### src/rtl/core/tdpt_pkg.sv
// Shared constants and types for the trial-division prime test unit.
// No dependencies; imported by tdpt_serial_div, the top level and the testbench.
`default_nettype none

package tdpt_pkg;

    localparam int WIDTH = 32;
    localparam int CNT_W = (WIDTH > 1) ? $clog2(WIDTH) : 1;

    localparam logic [1:0] VERDICT_COMPOSITE = 2'd0;
    localparam logic [1:0] VERDICT_PRIME     = 2'd1;
    localparam logic [1:0] VERDICT_NONE      = 2'd2;

    // status from the serial divider, valid in the cycle done is high
    typedef struct packed {
        logic             done;
        logic             rem_zero;
        logic [WIDTH-1:0] quotient;
    } div_status_t;

endpackage

`default_nettype wire

### src/rtl/core/tdpt_serial_div.sv
// Radix-2 restoring divider: one quotient bit per cycle, WIDTH bits a division.
// Depends on tdpt_pkg for WIDTH, CNT_W and div_status_t.
`default_nettype none

module tdpt_serial_div
    import tdpt_pkg::*;
(
    input  wire logic             clk,
    input  wire logic             rst_n,
    input  wire logic             go,
    input  wire logic [WIDTH-1:0] dividend,
    input  wire logic [WIDTH-1:0] divisor,
    output div_status_t           status
);

    logic             running_reg;
    logic             done_reg;
    logic [CNT_W-1:0] cnt_reg;
    logic [WIDTH-1:0] dvd_reg;
    logic [WIDTH-1:0] rem_reg;
    logic [WIDTH-1:0] quo_reg;

    logic [WIDTH:0]   trial;
    logic [WIDTH:0]   diff;
    logic             fits;

    // next partial remainder bit comes from the top of the dividend shift register
    assign trial = {rem_reg, dvd_reg[WIDTH-1]};
    assign diff  = trial - {1'b0, divisor};
    assign fits  = !diff[WIDTH];

    always_ff @(posedge clk or negedge rst_n)
    begin
        if (!rst_n)
        begin
            running_reg <= 1'b0;
            done_reg    <= 1'b0;
            cnt_reg     <= '0;
        end
        else
        begin
            done_reg <= 1'b0;
            if (go)
            begin
                running_reg <= 1'b1;
                cnt_reg     <= '0;
            end
            else if (running_reg)
            begin
                cnt_reg <= cnt_reg + 1'b1;
                if (cnt_reg == CNT_W'(WIDTH - 1))
                begin
                    running_reg <= 1'b0;
                    done_reg    <= 1'b1;
                end
            end
        end
    end

    always_ff @(posedge clk)
    begin
        if (go)
        begin
            dvd_reg <= dividend;
            rem_reg <= '0;
            quo_reg <= '0;
        end
        else if (running_reg)
        begin
            dvd_reg <= {dvd_reg[WIDTH-2:0], 1'b0};
            rem_reg <= fits ? diff[WIDTH-1:0] : trial[WIDTH-1:0];
            quo_reg <= {quo_reg[WIDTH-2:0], fits};
        end
    end

    assign status.done     = done_reg;
    assign status.rem_zero = (rem_reg == '0);
    assign status.quotient = quo_reg;

endmodule

`default_nettype wire

### src/rtl/core/trial_division_prime_test_unit.sv
// Top level of the trial-division prime test: sequencer over trial divisors.
// Depends on tdpt_pkg and tdpt_serial_div.
//
//  channel   ports                 handshake
//  command   start, candidate      word taken when start && !busy
//  result    done, verdict         word shown for one cycle while done is high
//
// Candidates below two answer from idle without a division. Otherwise the bit-serial
// divider runs once per trial divisor d, for d = 2 up to floor(sqrt(n)) + 1.
// Reset clears the sequencer and the divider control; nothing is kept between words.
// busy falls in the cycle done is high, so a new start can land there.
`default_nettype none

module trial_division_prime_test_unit
    import tdpt_pkg::*;
(
    input  wire logic             clk,
    input  wire logic             rst_n,
    input  wire logic             start,
    input  wire logic [WIDTH-1:0] candidate,
    output logic                  busy,
    output logic                  done,
    output logic [1:0]            verdict
);

    typedef enum logic {
        ST_IDLE,
        ST_DIVIDE
    } state_t;

    state_t           state_reg;
    logic             done_reg;
    logic [1:0]       verdict_reg;
    logic             go_reg;
    logic [WIDTH-1:0] n_reg;
    logic [WIDTH-1:0] d_reg;

    div_status_t      div_status;

    tdpt_serial_div u_div (
        .clk      (clk),
        .rst_n    (rst_n),
        .go       (go_reg),
        .dividend (n_reg),
        .divisor  (d_reg),
        .status   (div_status)
    );

    always_ff @(posedge clk or negedge rst_n)
    begin
        if (!rst_n)
        begin
            state_reg   <= ST_IDLE;
            done_reg    <= 1'b0;
            verdict_reg <= VERDICT_NONE;
            go_reg      <= 1'b0;
            n_reg       <= '0;
            d_reg       <= '0;
        end
        else
        begin
            done_reg <= 1'b0;
            go_reg   <= 1'b0;
            case (state_reg)
                ST_IDLE:
                begin
                    if (start)
                    begin
                        if (candidate < WIDTH'(2))
                        begin
                            verdict_reg <= VERDICT_NONE;
                            done_reg    <= 1'b1;
                        end
                        else
                        begin
                            n_reg     <= candidate;
                            d_reg     <= WIDTH'(2);
                            go_reg    <= 1'b1;
                            state_reg <= ST_DIVIDE;
                        end
                    end
                end
                ST_DIVIDE:
                begin
                    if (div_status.done)
                    begin
                        // d > n / d means no divisor left below the square root
                        if (d_reg > div_status.quotient)
                        begin
                            verdict_reg <= VERDICT_PRIME;
                            done_reg    <= 1'b1;
                            state_reg   <= ST_IDLE;
                        end
                        else if (div_status.rem_zero)
                        begin
                            verdict_reg <= VERDICT_COMPOSITE;
                            done_reg    <= 1'b1;
                            state_reg   <= ST_IDLE;
                        end
                        else
                        begin
                            d_reg  <= d_reg + 1'b1;
                            go_reg <= 1'b1;
                        end
                    end
                end
                default:
                begin
                    state_reg <= ST_IDLE;
                end
            endcase
        end
    end

    assign busy    = (state_reg != ST_IDLE);
    assign done    = done_reg;
    assign verdict = verdict_reg;

endmodule

`default_nettype wire

### config.mk
export PLATFORM = sky130hd
export DESIGN_NAME = trial_division_prime_test_unit
export DESIGN_NICKNAME = d
export VERILOG_FILES = /design/src/rtl/core/tdpt_pkg.sv /design/src/rtl/core/tdpt_serial_div.sv /design/src/rtl/core/trial_division_prime_test_unit.sv
export SDC_FILE = /design/constraint.sdc
export NUM_CORES = 1
export LEC_CHECK = 0
export ABC_AREA = 1
export BUFFER_PORTS_ARGS = -buffer_cell sky130_fd_sc_hd__buf_2
export CAP_MARGIN = 20
export CORE_AREA = 2 2 159 192
export DETAILED_ROUTE_END_ITERATION = 8
export DIE_AREA = 0 0 161 194
export PLACE_DENSITY_LB_ADDON = 0.15
export SYNTH_ARGS = -nofsm -noshare
export SYNTH_HDL_FRONTEND = slang
export SYNTH_HIERARCHICAL = 1
export SYNTH_SLANG_ARGS = --single-unit
### constraint.sdc
create_clock -name clk -period 3.7 [get_ports clk]
set_input_delay 0.185 -clock clk [delete_from_list [all_inputs] [get_ports clk]]
set_output_delay 0.185 -clock clk [all_outputs]
set_load 0.005 [all_outputs]
==> results.cfg <==
[run_status]
status = finished, final reports clean

[global_route]
grt_pass1_vias = 10060
grt_pass1_wl_um = 50720
gr-total-overflow = 0
grt_usage = 0.2035
antenna_found_initial = 0
grt_max_degree = 66

[logic_synthesis]
synth_area_leader_cell = nand2_1
synth_top_cells_by_area = nand2_1, dfrtp_1, dfxtp_1
synth_ff_type = dfrtp_1
yosys.cell_count.top_type = nand2_1
syn_inst = 1728
ys_ff_latch = 172
syn_avg_cell_area_um2 = 6.679
yosysSeqAreaShare = 0.3592
synth_cell_types = 49
ys.warnings.count = 6
synth-edff-count = 32
async_reset_ff_frac = 0.4419
synth_nets = 1831
synthTopCellsByCount = nand2_1, inv_1, nor2_1, nand3_1, dfrtp_1
yosysTopAreaCellShare = 0.2212
syn_area_um2 = 11540

[layout]
area_growth_pct = 11.18
multiInputGateArea_um2 = 5982
seqCellArea_um2 = 4145
fillers = 3134
drive_above_1_share = 0.07026
final_nets = 1869
n_antenna_cell = 0

[clock_tree]
postCtsSetupRepairBufs = 0
htree_levels = 4
numCtsBuffers = 17
clock_latency_ps = 440
clk_path_buf_depth = 2
cts.sinks = 172
clkSlewWorstSetupHoldPaths_ps = 70
root_buffer = clkbuf_16
cts_tree = built
ctsHoldBuffers = 14
cts.repair.resized = 0

[drt]
via_per_inst = 4.814
finalWirelength_um = 30840
drtIter0Drc = 698
drc_errors = 0
wire_per_inst_um = 14.22
drt_pre_antenna_iters = 5
drt.antenna.violating_nets = 0
via_count = 10440

[critical_path]
worst_setup_path_end_kind = flip-flop
crit_type = flip-flop to flip-flop
reg2regPathDepth = 15
rrSetupSlack_ps = 740
required_ps = 4090
worst_setup_path_start_kind = flip-flop
rr_startpoint = d_reg[19]
crit_arrival_ps = 3340
critPathMaxFanout = 31
r2r-end = u_div/rem_reg[1]

[placed_design]
dp_hpwl_um = 23230
gp_congestion = 0.9064
pre_cts_ws_ps = 822.4
numPortBuffers = 38

[floorplan]
io_pins = 39
die-height_um = 194
die_x_um = 161
die-area_um2 = 31230
core-area_um2 = 29350
initial_core_util = 0.3932
rows = 69

[power]
total_leakage_power_nw = 7.099
ir_drop_mv = 0.3080
p_per_area_nw_per_um2 = 298.4
p_total_mw = 3.829

[sta]
relSlewSlack = 0.3150
worst_pin_slew_ps = 1026
rsz0062_at_grt = false
period_share = 0.7990
tns_ps = 0
setup_violations = 0
finalCriticalPeriod_ps = 2956
hold_viol = 0
max_freq_mhz = 338.2
fin_ws_ps = 743.5
drv_slew = 0
fin_skew_ps = 8.986

[min_path]
min_from = candidate[27]
hold_path.class = primary input to flip-flop
min_to = n_reg[27]
worstHoldPathCells = 3

[flow_run]
cap_violations = 0
==> cells in the final DEF, fill, tap and decap left out, drive strengths merged, types with 5 or more instances in the layout <==
cell         instances
xor2                29
and2                 6
dfrtp               75
nor4                 9
ha                  67
nor3b                5
nor2               109
a21oi               32
o22ai               30
clkbuf              18
nand3               81
nand4               24
buf                 48
o21ai               45
xnor2                9
edfxtp              32
nand3b              10
nand2              692
nor3                37
dfxtp               64
dlygate4sd3         14
clkinv               6
inv                324
==> metrics by stage <==
| stage | utilization | instances | area, um^2 | hold WS [ps] |
|---|---|---|---|---|
| after floorplan | - | 1728 | 11540 | -110.6 |
| after global placement | 0.4114 | 2123 | 12080 | 265.6 |
| after detailed placement | 0.4114 | 2123 | 12080 | 267.7 |
| after CTS | 0.4371 | 2169 | 12830 | 5.637 |
| after global routing | 0.4371 | 2169 | 12830 | 7.538 |
| final | 0.4371 | 2169 | 12830 | 16.27 |
==> worst max path at each step <==
stage	from	end	slack [ps]	depth (start not counted)
floorplan	d_reg[0]	u_div/rem_reg[0]	1410	17
global placement	d_reg[18]	u_div/rem_reg[0]	850	15
detailed placement	d_reg[19]	u_div/rem_reg[23]	820	14
CTS	u_div/rem_reg[1]	d_reg[27]	790	9
global route	d_reg[19]	u_div/rem_reg[1]	490	15
finish	d_reg[19]	u_div/rem_reg[1]	740	15
==> power by group <==
| part | switching (mW) | internal (mW) |
|---|---|---|
| Clock | 0.869 | 0.989 |
| Sequential | 0 | 1.91 |
| Combinational | 0.0345 | 0.0266 |
| Total | 0.903 | 2.93 |
==> worst max-delay path, cell delays in order, from the launching register on <==
cell and delay (ps):
dfrtp_1 490, inv_1 120, ha_1 400, nand2_1 130
nor2_1 260, inv_1 80, nor2_1 160, and2_1 170
nand2_2 80, nand2_2 90, nand2_1 70, nand2_2 500
nand2_1 110, nand2_1 100, nand2_1 50, nand2_1 70
==> routing by layer <==
| layer | GRT usage | share of wire | vias up |
|---|---|---|---|
| met5 | 0 | 0 | - |
| met4 | 0.07374 | 0.025 | 0 |
| met3 | 0.02503 | 0.031 | 39 |
| met2 | 0.3484 | 0.48 | 184 |
| met1 | 0.2637 | 0.46 | 4811 |
| li1 | - | - | 5408 |
==> area by class of cell <==
class | instances | share of cell area
clock buffer | 18 | 0.03423
sequential | 172 | 0.3231
tap | 390 | 0.03803
timing repair buffer | 62 | 0.03179
inverter | 318 | 0.09303
clock inverter | 14 | 0.01365
multi-input combinational | 1195 | 0.4662
==> cell families (layout without fill, tap and decap cells) <==
kind of cell / Yosys count / in the layout / synth area share
fa+ha+maj: 68 / 68 / 0.07437
compound gates: 115 / 115 / 0.05551
simple gates: 974 / 974 / 0.3587
flops: 172 / 172 / 0.3592
buf+inv: 361 / 412 / 0.1234
xor+xnor: 38 / 38 / 0.02884
Note: power is estimated with default switching activity, not from simulation.
